==> config.mk <==
export PLATFORM = sky130hd
export DESIGN_NAME = sha1_message_digest
export DESIGN_NICKNAME = d
export VERILOG_FILES = /design/src/hdl/sha1md_pkg.sv /design/src/hdl/sha1md_sched.sv /design/src/hdl/sha1md_round.sv /design/src/hdl/sha1_message_digest.sv
export SDC_FILE = /design/constraint.sdc
export NUM_CORES = 2
export LEC_CHECK = 0
export BUFFER_PORTS_ARGS = -buffer_cell sky130_fd_sc_hd__buf_4
export CAP_MARGIN = 20
export CELL_PAD_IN_SITES_DETAIL_PLACEMENT = 0
export CELL_PAD_IN_SITES_GLOBAL_PLACEMENT = 1
export CORE_MARGIN = 4
export CORE_UTILIZATION = 30
export CTS_CLUSTER_DIAMETER = 40
export DETAILED_ROUTE_END_ITERATION = 10
export HOLD_SLACK_MARGIN = 0.12
export PLACE_DENSITY = 0.61
export REMOVE_ABC_BUFFERS = 1
export SLEW_MARGIN = 20
export SYNTH_ARGS = -nofsm -noshare
export SYNTH_HDL_FRONTEND = slang
export SYNTH_SLANG_ARGS = --single-unit
export TNS_END_PERCENT = 1
==> constraint.sdc <==
create_clock -name aclk -period 17.1 [get_ports aclk]
set_input_delay 3.42 -clock aclk [delete_from_list [all_inputs] [get_ports aclk]]
set_output_delay 3.42 -clock aclk [all_outputs]
set_load 0.05 [all_outputs]
==> src/hdl/sha1md_pkg.sv <==
// ----------------------------------------------------------------------------
// sha1md_pkg
// Shared types and constants for the SHA-1 message digest block.
// ----------------------------------------------------------------------------
package sha1md_pkg;

    typedef logic [4:0][31:0] chain_t;

    localparam chain_t H_INIT = {32'hC3D2E1F0, 32'h10325476, 32'h98BADCFE,
                                 32'hEFCDAB89, 32'h67452301};

    localparam logic [31:0] K_R0 = 32'h5A827999;
    localparam logic [31:0] K_R1 = 32'h6ED9EBA1;
    localparam logic [31:0] K_R2 = 32'h8F1BBCDC;
    localparam logic [31:0] K_R3 = 32'hCA62C1D6;

    localparam logic [7:0] PAD_BYTE   = 8'h80;
    localparam logic [6:0] RND_SCHED  = 7'd16;
    localparam logic [6:0] RND_G1     = 7'd20;
    localparam logic [6:0] RND_G2     = 7'd40;
    localparam logic [6:0] RND_G3     = 7'd60;
    localparam logic [6:0] RND_LAST   = 7'd79;
    localparam logic [5:0] POS_LEN    = 6'd56;
    localparam logic [5:0] POS_LAST   = 6'd63;
    localparam logic [2:0] IDX_LAST   = 3'd4;

    typedef enum logic [2:0] {
        ST_IDLE,
        ST_PAD80,
        ST_ZERO,
        ST_LEN,
        ST_ROUND,
        ST_FINAL,
        ST_OUT
    } state_t;

    // control from the sequencer to the schedule and round units
    typedef struct packed {
        logic       put;      // shift one byte into the block buffer
        logic [7:0] put_val;
        logic       load;     // block full: load working vars from chain
        logic       step;     // run one round
        logic [6:0] rnd;
    } core_ctrl_t;

endpackage

==> src/hdl/sha1md_sched.sv <==
// ----------------------------------------------------------------------------
// sha1md_sched
// Block buffer and message schedule as a 16-word circular shift register.
// ----------------------------------------------------------------------------
module sha1md_sched (
    input  logic                   aclk,
    input  sha1md_pkg::core_ctrl_t ctrl,
    output logic [31:0]            wr
);

    logic [511:0] blk_reg;
    logic [31:0]  w0, w2, w8, w13, mix;

    // w0 is the oldest word in the window, w13 the word three rounds back
    assign w0  = blk_reg[511:480];
    assign w2  = blk_reg[447:416];
    assign w8  = blk_reg[255:224];
    assign w13 = blk_reg[95:64];
    assign mix = w13 ^ w8 ^ w2 ^ w0;

    always_comb begin
        if (ctrl.rnd < sha1md_pkg::RND_SCHED) begin
            wr = w0;
        end else begin
            wr = {mix[30:0], mix[31]};
        end
    end

    always_ff @(posedge aclk) begin
        if (ctrl.put) begin
            blk_reg <= {blk_reg[503:0], ctrl.put_val};
        end else if (ctrl.step) begin
            blk_reg <= {blk_reg[479:0], wr};
        end
    end

endmodule

==> src/hdl/sha1md_round.sv <==
// ----------------------------------------------------------------------------
// sha1md_round
// Working variables a..e and the shared round unit, one round per cycle.
// ----------------------------------------------------------------------------
module sha1md_round (
    input  logic                   aclk,
    input  logic                   aresetn,
    input  sha1md_pkg::core_ctrl_t ctrl,
    input  sha1md_pkg::chain_t     chain,
    input  logic [31:0]            wr,
    output sha1md_pkg::chain_t     work
);

    sha1md_pkg::chain_t work_reg;
    logic [31:0] a, b, c, d, e, f, k, t;

    assign a = work_reg[0];
    assign b = work_reg[1];
    assign c = work_reg[2];
    assign d = work_reg[3];
    assign e = work_reg[4];

    always_comb begin
        if (ctrl.rnd < sha1md_pkg::RND_G1) begin
            f = (b & c) | (~b & d);
            k = sha1md_pkg::K_R0;
        end else if (ctrl.rnd < sha1md_pkg::RND_G2) begin
            f = b ^ c ^ d;
            k = sha1md_pkg::K_R1;
        end else if (ctrl.rnd < sha1md_pkg::RND_G3) begin
            f = (b & c) | (b & d) | (c & d);
            k = sha1md_pkg::K_R2;
        end else begin
            f = b ^ c ^ d;
            k = sha1md_pkg::K_R3;
        end
        t = {a[26:0], a[31:27]} + f + e + k + wr;
    end

    always_ff @(posedge aclk) begin
        if (!aresetn) begin
            work_reg <= '0;
        end else if (ctrl.load) begin
            work_reg <= chain;
        end else if (ctrl.step) begin
            work_reg <= {d, c, {b[1:0], b[31:2]}, a, t};
        end
    end

    assign work = work_reg;

endmodule

==> src/hdl/sha1_message_digest.sv <==
// ----------------------------------------------------------------------------
// sha1_message_digest
// SHA-1 over a byte stream, digest out as five 32-bit words.
// ----------------------------------------------------------------------------
// Input channel (s_): one message byte per item, s_has_byte marks a real
// byte, s_is_last ends the message (it may carry no byte).
// Result channel (m_): after a last item, five items h0..h4, word index 0..4,
// m_last_word set on h4.
// Timing: an item that neither fills the 64-byte block nor ends the message
// leaves s_ready high for the next item. An item that fills the block starts
// a compression: 80 rounds at one round per cycle on the shared round unit
// plus the chaining add in ST_FINAL, with s_ready low throughout. On a last
// item the padding bytes go in (up to 72), with one or two more compressions,
// then the five digest items go out one per cycle while m_ready is high.
// s_ready stays low until the fifth word is taken; a stalled receiver just
// holds the current word. After that the block is idle with the initial chain.
// Reset (aresetn low, synchronous) loads the initial chain, clears the byte
// and bit counts and returns to idle.
// ----------------------------------------------------------------------------
module sha1_message_digest (
    input  logic        aclk,
    input  logic        aresetn,
    input  logic        s_valid,
    output logic        s_ready,
    input  logic [7:0]  s_data_byte,
    input  logic        s_has_byte,
    input  logic        s_is_last,
    output logic        m_valid,
    input  logic        m_ready,
    output logic [31:0] m_digest_word,
    output logic [2:0]  m_word_index,
    output logic        m_last_word
);

    sha1md_pkg::state_t     state_reg, state_next, ret_reg, ret_next;
    sha1md_pkg::chain_t     chain_reg, work;
    sha1md_pkg::core_ctrl_t ctrl;
    logic [5:0]  pos_reg;
    logic [63:0] bits_reg, len_shift;
    logic [6:0]  rnd_reg;
    logic [2:0]  idx_reg;
    logic [31:0] wr;
    logic        put, step, wrap, s_acc, m_acc, done;
    logic [7:0]  put_val;

    assign s_acc     = s_valid && s_ready;
    assign m_acc     = m_valid && m_ready;
    assign done      = m_acc && (idx_reg == sha1md_pkg::IDX_LAST);
    assign len_shift = bits_reg << {pos_reg[2:0], 3'b000};
    assign wrap      = put && (pos_reg == sha1md_pkg::POS_LAST);

    // outputs of the sequencer
    always_comb begin
        s_ready = 1'b0;
        m_valid = 1'b0;
        put     = 1'b0;
        put_val = 8'd0;
        step    = 1'b0;
        case (state_reg)
            sha1md_pkg::ST_IDLE: begin
                s_ready = 1'b1;
                put     = s_valid && s_has_byte;
                put_val = s_data_byte;
            end
            sha1md_pkg::ST_PAD80: begin
                put     = 1'b1;
                put_val = sha1md_pkg::PAD_BYTE;
            end
            sha1md_pkg::ST_ZERO: begin
                put = (pos_reg != sha1md_pkg::POS_LEN);
            end
            sha1md_pkg::ST_LEN: begin
                put     = 1'b1;
                put_val = len_shift[63:56];
            end
            sha1md_pkg::ST_ROUND: begin
                step = 1'b1;
            end
            sha1md_pkg::ST_OUT: begin
                m_valid = 1'b1;
            end
            default: begin
                s_ready = 1'b0;
            end
        endcase
    end

    // next state; ret_reg holds where to go after a compression
    always_comb begin
        state_next = state_reg;
        ret_next   = ret_reg;
        case (state_reg)
            sha1md_pkg::ST_IDLE: begin
                if (s_acc) begin
                    if (wrap) begin
                        state_next = sha1md_pkg::ST_ROUND;
                        ret_next   = s_is_last ? sha1md_pkg::ST_PAD80 : sha1md_pkg::ST_IDLE;
                    end else if (s_is_last) begin
                        state_next = sha1md_pkg::ST_PAD80;
                    end
                end
            end
            sha1md_pkg::ST_PAD80: begin
                if (wrap) begin
                    state_next = sha1md_pkg::ST_ROUND;
                    ret_next   = sha1md_pkg::ST_ZERO;
                end else begin
                    state_next = sha1md_pkg::ST_ZERO;
                end
            end
            sha1md_pkg::ST_ZERO: begin
                if (pos_reg == sha1md_pkg::POS_LEN) begin
                    state_next = sha1md_pkg::ST_LEN;
                end else if (wrap) begin
                    state_next = sha1md_pkg::ST_ROUND;
                    ret_next   = sha1md_pkg::ST_ZERO;
                end
            end
            sha1md_pkg::ST_LEN: begin
                if (wrap) begin
                    state_next = sha1md_pkg::ST_ROUND;
                    ret_next   = sha1md_pkg::ST_OUT;
                end
            end
            sha1md_pkg::ST_ROUND: begin
                if (rnd_reg == sha1md_pkg::RND_LAST) begin
                    state_next = sha1md_pkg::ST_FINAL;
                end
            end
            sha1md_pkg::ST_FINAL: begin
                state_next = ret_reg;
            end
            sha1md_pkg::ST_OUT: begin
                if (done) begin
                    state_next = sha1md_pkg::ST_IDLE;
                end
            end
            default: begin
                state_next = sha1md_pkg::ST_IDLE;
            end
        endcase
    end

    always_ff @(posedge aclk) begin
        if (!aresetn) begin
            state_reg <= sha1md_pkg::ST_IDLE;
            ret_reg   <= sha1md_pkg::ST_IDLE;
            pos_reg   <= '0;
            bits_reg  <= '0;
            rnd_reg   <= '0;
            idx_reg   <= '0;
            chain_reg <= sha1md_pkg::H_INIT;
        end else begin
            state_reg <= state_next;
            ret_reg   <= ret_next;
            if (put) begin
                pos_reg <= pos_reg + 6'd1;
            end
            if (done) begin
                bits_reg <= '0;
            end else if (s_acc && s_has_byte) begin
                bits_reg <= bits_reg + 64'd8;
            end
            if (step) begin
                rnd_reg <= (rnd_reg == sha1md_pkg::RND_LAST) ? 7'd0 : rnd_reg + 7'd1;
            end
            if (m_acc) begin
                idx_reg <= done ? 3'd0 : idx_reg + 3'd1;
            end
            if (done) begin
                chain_reg <= sha1md_pkg::H_INIT;
            end else if (state_reg == sha1md_pkg::ST_FINAL) begin
                for (int i = 0; i < 5; i++) begin
                    chain_reg[i] <= chain_reg[i] + work[i];
                end
            end
        end
    end

    always_comb begin
        ctrl.put     = put;
        ctrl.put_val = put_val;
        ctrl.load    = wrap;
        ctrl.step    = step;
        ctrl.rnd     = rnd_reg;
    end

    sha1md_sched u_sched (
        .aclk (aclk),
        .ctrl (ctrl),
        .wr   (wr)
    );

    sha1md_round u_round (
        .aclk    (aclk),
        .aresetn (aresetn),
        .ctrl    (ctrl),
        .chain   (chain_reg),
        .wr      (wr),
        .work    (work)
    );

    assign m_digest_word = chain_reg[idx_reg];
    assign m_word_index  = idx_reg;
    assign m_last_word   = (idx_reg == sha1md_pkg::IDX_LAST);

endmodule

### Yosys cells after proc, flatten, opt, wreduce, memory -nomap -nowiden

Cells that the tools add are included.

| word-level totals | value |
|---|---|
| flip-flop bits (word level) | 918 |
| output and inout bits | 38 |
| bits of input ports | 14 |
| word-level logic and storage cells | 118 |

| operators by class | value |
|---|---|
| equal/unequal tests | 18 |
| reductions and logical operators | 14 |
| shift-type cells | 1 |
| multiplexer cells | 36 |
| magnitude comparators | 5 |
| bitwise operators | 14 |
| add/sub/neg operators | 13 |

Operator list:

| kind | count |
|---|---|
| 512-bit two-way mux | 2 |
| 160-bit two-way mux | 2 |
| 32-bit adder | 9 |
| 32-bit two-way mux | 7 |
| 32-bit XOR | 5 |
| 32-bit AND | 4 |
| 32-bit binary-select mux with 3-bit select | 1 |
| 32-bit OR | 3 |
| 64-bit by 4-bit adder with 64-bit output, second input constant | 1 |
| 64-bit by 6-bit left shift with 64-bit output | 1 |
| 3-bit two-way mux | 14 |
| 32-bit NOT | 1 |
| 31-bit two-way mux | 1 |
| 8-bit one-hot mux with 3 select lines | 1 |
| 3-bit one-hot mux with 7 select lines | 1 |
| 7-bit by 5-bit less-than comparator with 1-bit output, second input constant | 2 |
| 7-bit by 6-bit less-than comparator with 1-bit output, second input constant | 2 |
| 3-bit equality test, second input constant | 4 |
| 6-bit equality test, second input constant | 2 |
| 2-bit inequality test, second input constant | 6 |
| 3-bit one-hot mux with 4 select lines | 1 |
| 7-bit by 1-bit adder with 7-bit output, second input constant | 1 |
| 7-bit equality test, second input constant | 1 |
| 7-bit two-way mux | 1 |
| 17 further kinds | 28 |

### Logic depth before layout (Yosys ltp)

| depth | value |
|---|---|
| word-level depth | 12 |
| mapped depth | 26 |
| depth with buffers taken out | 24 |

### By module

A second synthesis with hierarchy kept.

| unflattened totals | value |
|---|---|
| cell total of the unflattened synthesis | 4948 |
| area, all modules | 53767.8 sq um |

By module, submodules not included:

| module | times used | cells each | sequential area each (sq um) | area an instance (sq um) |
|---|---|---|---|---|
| sha1md_sched | 1 | 1353 | 15374.7 | 22988.3 |
| sha1_message_digest | 1 | 2231 | 4864.7 | 18134.9 |
| sha1md_round | 1 | 1364 | 3203.1 | 12644.6 |

### Least setup slack after synthesis

No wires, ideal clock.

| path | value |
|---|---|
| path type | input -> register |
| from | input port s_valid |
| to | register u_sched.blk_reg[0] (enable) |
| cell stages on the path | 6 |
| path buffers | 2 |
| required time | 13459 ps |
| library setup time | 3641 ps |
| arrival | 12721 ps |
| slack | 739 ps |
| cell sequence | a21oi_1 > a21oi_1 > o21bai_1 > clkbuf_1 > buf_1 > nand2_1 |

| between the ends | value |
|---|---|
| longest elaborated chain between the ends | 3 |

Ends and longest elaborated chain:

| item | RTL line | RTL |
|---|---|---|
| from (decl) | sha1_message_digest.sv:23 | `input logic s_valid,` |
| 1-bit logical AND | sha1_message_digest.sv:62 | `put = s_valid && s_has_byte;` |
| 1-bit one-hot mux with 3 select lines | sha1_message_digest.sv:59 | `case (state_reg)` |
| 2-bit nonzero test (no line) | n/a |  |
| to (signal assigned) | sha1md_sched.sv:31 | `blk_reg <= {blk_reg[503:0], ctrl.put_val};` |
| to (signal assigned) | sha1md_sched.sv:33 | `blk_reg <= {blk_reg[479:0], wr};` |
| to (decl) | sha1md_sched.sv:11 | `logic [511:0] blk_reg;` |

No other way between the ends.
A chain may end at the register's enable or synchronous reset.

### Worst setup path after layout

| path | value |
|---|---|
| from | register rnd_reg[5] |
| to | register u_round.work_reg (netlist bit u_round.a[30]) |

| between the ends | value |
|---|---|
| longest elaborated chain between the ends | 10 |
| elaborated cells on any way between the ends | 17 |
| those cells by class | 4 x add/sub; 4 x order compare; 9 x mux |

Ends and longest elaborated chain:

| item | RTL line | RTL |
|---|---|---|
| from (decl) | sha1_message_digest.sv:40 | `logic [6:0] rnd_reg;` |
| from (signal assigned) | sha1_message_digest.sv:165 | `rnd_reg <= (rnd_reg == sha1md_pkg::RND_LAST) ? 7'd0 : rnd_reg + 7'd1;` |
| 7-bit by 6-bit less-than comparator with 1-bit output | sha1md_round.sv:30 | `end else if (ctrl.rnd < sha1md_pkg::RND_G3) begin` |
| 32-bit two-way mux | sha1md_round.sv:30 |  |
| 32-bit two-way mux | sha1md_round.sv:27 | `end else if (ctrl.rnd < sha1md_pkg::RND_G2) begin` |
| 32-bit two-way mux | sha1md_round.sv:24 | `if (ctrl.rnd < sha1md_pkg::RND_G1) begin` |
| 32-bit adder (3 in a row) | sha1md_round.sv:37 | `t = {a[26:0], a[31:27]} + f + e + k + wr;` |
| 32-bit adder * | sha1md_round.sv:37 |  |
| 160-bit two-way mux * | sha1md_round.sv:45 | `end else if (ctrl.step) begin` |
| 160-bit two-way mux * | sha1md_round.sv:43 | `end else if (ctrl.load) begin` |
| to (signal assigned) | sha1md_round.sv:44 | `work_reg <= chain;` |
| to (signal assigned) | sha1md_round.sv:46 | `work_reg <= {d, c, {b[1:0], b[31:2]}, a, t};` |
| to (decl) | sha1md_round.sv:14 | `sha1md_pkg::chain_t work_reg;` |

Mark *: on every way between the ends. The rest lies on a longest branch, timed or not. The select of a mux whose other input is x is not followed.

==> impl_metrics.json <==
{
  "status": "finished, final reports clean",
  "synth_area_per_cell_sq_um": 8.88,
  "holdBufCountCts": 0,
  "slowest_delay_ns": 0.71,
  "leakagePower_nw": 25.5,
  "cts_root_buffer": "clkbuf_16",
  "slew-limit-headroom": 0.223,
  "clk_pin_slew_ns": 0.05,
  "cts_tree": "done",
  "placed_cells": 8106,
  "layoutNonFillerInstCount": 8438,
  "cp_max_fo": 35,
  "ys_seq_area_frac": 0.441,
  "start_util": 0.302,
  "grt_max_degree": 203,
  "clk_latency_ns": 0.79,
  "finalCritPeriodShare": 0.459,
  "core.rowCount": 154,
  "grt_overflow": 0,
  "antenna_found_initial": 1,
  "path_class": "reg2reg",
  "dieArea_sq_um": 184000,
  "synth-edff-count": 512,
  "htreeDepth": 4,
  "fp.dieW_um": 429,
  "path_cells": "o21ai_0, nor3_1, inv_2, buf_4, nand2_1, buf_4, o21ai_0, fa_1, inv_1, fa_1, inv_1, fa_1, inv_1, ha_1, nand3_1, nor2_1, o21ai_1, a31oi_1, a41oi_2, o31ai_1, a41oi_1, a21oi_1, mux2i_1, a21boi_1",
  "synth-main-ff-cell": "edfxtp_1",
  "crit_slowest_cell": "nor3_1",
  "worstHoldStart": "ret_reg[0]$_SDFFE_PN0P_",
  "dr.pass1.iters": 7,
  "tns_ns": 0,
  "area_growth_pct": 16.8,
  "largest_reg_flops": 512,
  "track_usage": 0.170,
  "grt_first_pass_wirelength_mm": 249,
  "final-setup-viol-count": 0,
  "synth_warnings": 0,
  "drt_wl_total_mm": 161,
  "irDropWorstVdd_v": 0.000102,
  "async_flop_share": 0,
  "period_minus_slack_ns": 7.85,
  "synth.area.top_cells": "edfxtp_1 29%, dfxtp_1 15%, nand2_1 13%, ha_1 5.3%, fa_1 4.7%",
  "start_kind": "flip-flop",
  "hold_class": "reg2reg",
  "maxCapViolations": 0,
  "dp_hpwl_mm": 108,
  "drive_above_1_share": 0.0750,
  "post-cts-setup-buffers": 0,
  "crit_arrival_ns": 8.48,
  "synth_common_cells": "1881 x nand2_1, 512 x edfxtp_1, 403 x dfxtp_1",
  "viasPerCell": 4.97,
  "ant_nets": 0,
  "coreArea_sq_um": 176000,
  "timing.fmax_mhz": 127,
  "end_kind": "flip-flop",
  "cp-startpoint": "rnd_reg[5]$_SDFFE_PN0P_",
  "clk_path_buf_depth": 3,
  "die_h_um": 429,
  "hold_viol_final": 0,
  "globalplace.congestion": 0.850,
  "ys_ff_latch": 915,
  "io_buffers": 51,
  "nets": 6312,
  "num_vias": 41973,
  "syn_area_sq_um": 53200,
  "r2r_start": "rnd_reg[5]$_SDFFE_PN0P_",
  "rsz0062_at_grt": "no",
  "syn_inst": 5988,
  "cts.sinks": 915,
  "io_pins": 52,
  "skew_ns": 0.0336,
  "worst_pin_slew_ns": 1.17,
  "p_per_area_nw_per_um2": 136,
  "worstPathRequired_ns": 17.74,
  "grt_pass1_vias": 41318,
  "drtIter0Drc": 3160,
  "yosysTopAreaCell": "edfxtp_1",
  "cts.repair.resized": 0,
  "fin_area_sq_um": 62100,
  "synthMostInstantiatedCell": "nand2_1",
  "numCtsBuffers": 180,
  "synthDistinctLibCells": 94,
  "slew_viol_final": 0,
  "wl_per_cell_um": 19.1,
  "place_area_sq_um": 55800,
  "yosysTopAreaCellShare": 0.289,
  "drcViolationCount": 0
}
==> power by group <==
group | switching (mW) | internal, mW | total [mW]
Sequential | 0.312 | 2.99 | 3.30
Clock | 1.25 | 2.43 | 3.68
Combinational | 0.928 | 0.505 | 1.43
Total | 2.49 | 5.92 | 8.42
==> routing by layer <==
layer | GRT usage | share of wire | vias up
li1 | - | - | 20626
met1 | 0.237 | 0.48 | 20371
met2 | 0.272 | 0.46 | 753
met3 | 0.0267 | 0.040 | 223
met4 | 0.0502 | 0.024 | 0
met5 | 0 | 0 | -
==> worst max-delay path, delay by kind of cell (launching register included) <==
kind / cells / cell delay, ns
fa+ha+maj: 4 / 2.01
flops: 1 / 0.50
buf+inv: 6 / 1.03
mux: 1 / 0.21
compound gates: 9 / 2.78
simple gates: 4 / 1.13
==> placed cells by master, fill, tap and decap left out, drive strengths merged, types with 139 or more instances in the layout <==
cell type and count:
xnor2 198, ha 226, edfxtp 512, dfxtp 403, a21boi 146, nand2 1882, a22oi 139, inv 223
nor2 308, o21ai 169, a21oi 310, clkbuf 219
==> worst paths after layout <==
| path | slack (ns) | endpoint | cells after the start |
|---|---|---|---|
| worst max-delay path | 9.25 | u_round.a[30]$_SDFFE_PN0P_ | 24 |
| worst min-delay path | 0.47 | ret_reg[0]$_SDFFE_PN0P_ | 2 |
| worst max register to register | 9.25 | u_round.a[30]$_SDFFE_PN0P_ | 24 |
| worst min register to register | 0.47 | ret_reg[0]$_SDFFE_PN0P_ | 2 |
==> stage by stage <==
step | hold slack, ns | setup slack (ns) | power (mW) | utilization
after global routing | 0.497 | 8.88 | 8.88 | 0.353
after detailed placement | 0.463 | 9.22 | 4.80 | 0.317
after global placement | 0.452 | 9.29 | 4.79 | 0.317
after CTS | 0.468 | 9.30 | 8.54 | 0.353
final | 0.467 | 9.25 | 8.42 | 0.353
after floorplan | 0.436 | -43.60 | 4.71 | -
==> area by class of cell <==
cell class                      count  area, sq um
Fill cell                       18230       114000
Inverter                          212          796
Sequential cell                   915        23400
Tap cell                         2340         2930
Clock inverter                    112         1330
Clock buffer                      219         5010
Multi-Input combinational cell   4543        27800
Timing Repair Buffer               96          808
Antenna cell                        1         2.50
==> cell families after synthesis <==
kind of cell,after synthesis,share of synthesized area
AND/OR/NAND/NOR,2627,0.205
AO/OA/AOI/OAI,1171,0.146
flip-flops,915,0.441
buffers and inverters,530,0.0378
adder cells (fa/ha/maj),350,0.0999
XOR/XNOR,297,0.0489
multiplexers,98,0.0215
No activity file was read; power rests on OpenSTA's default activity.
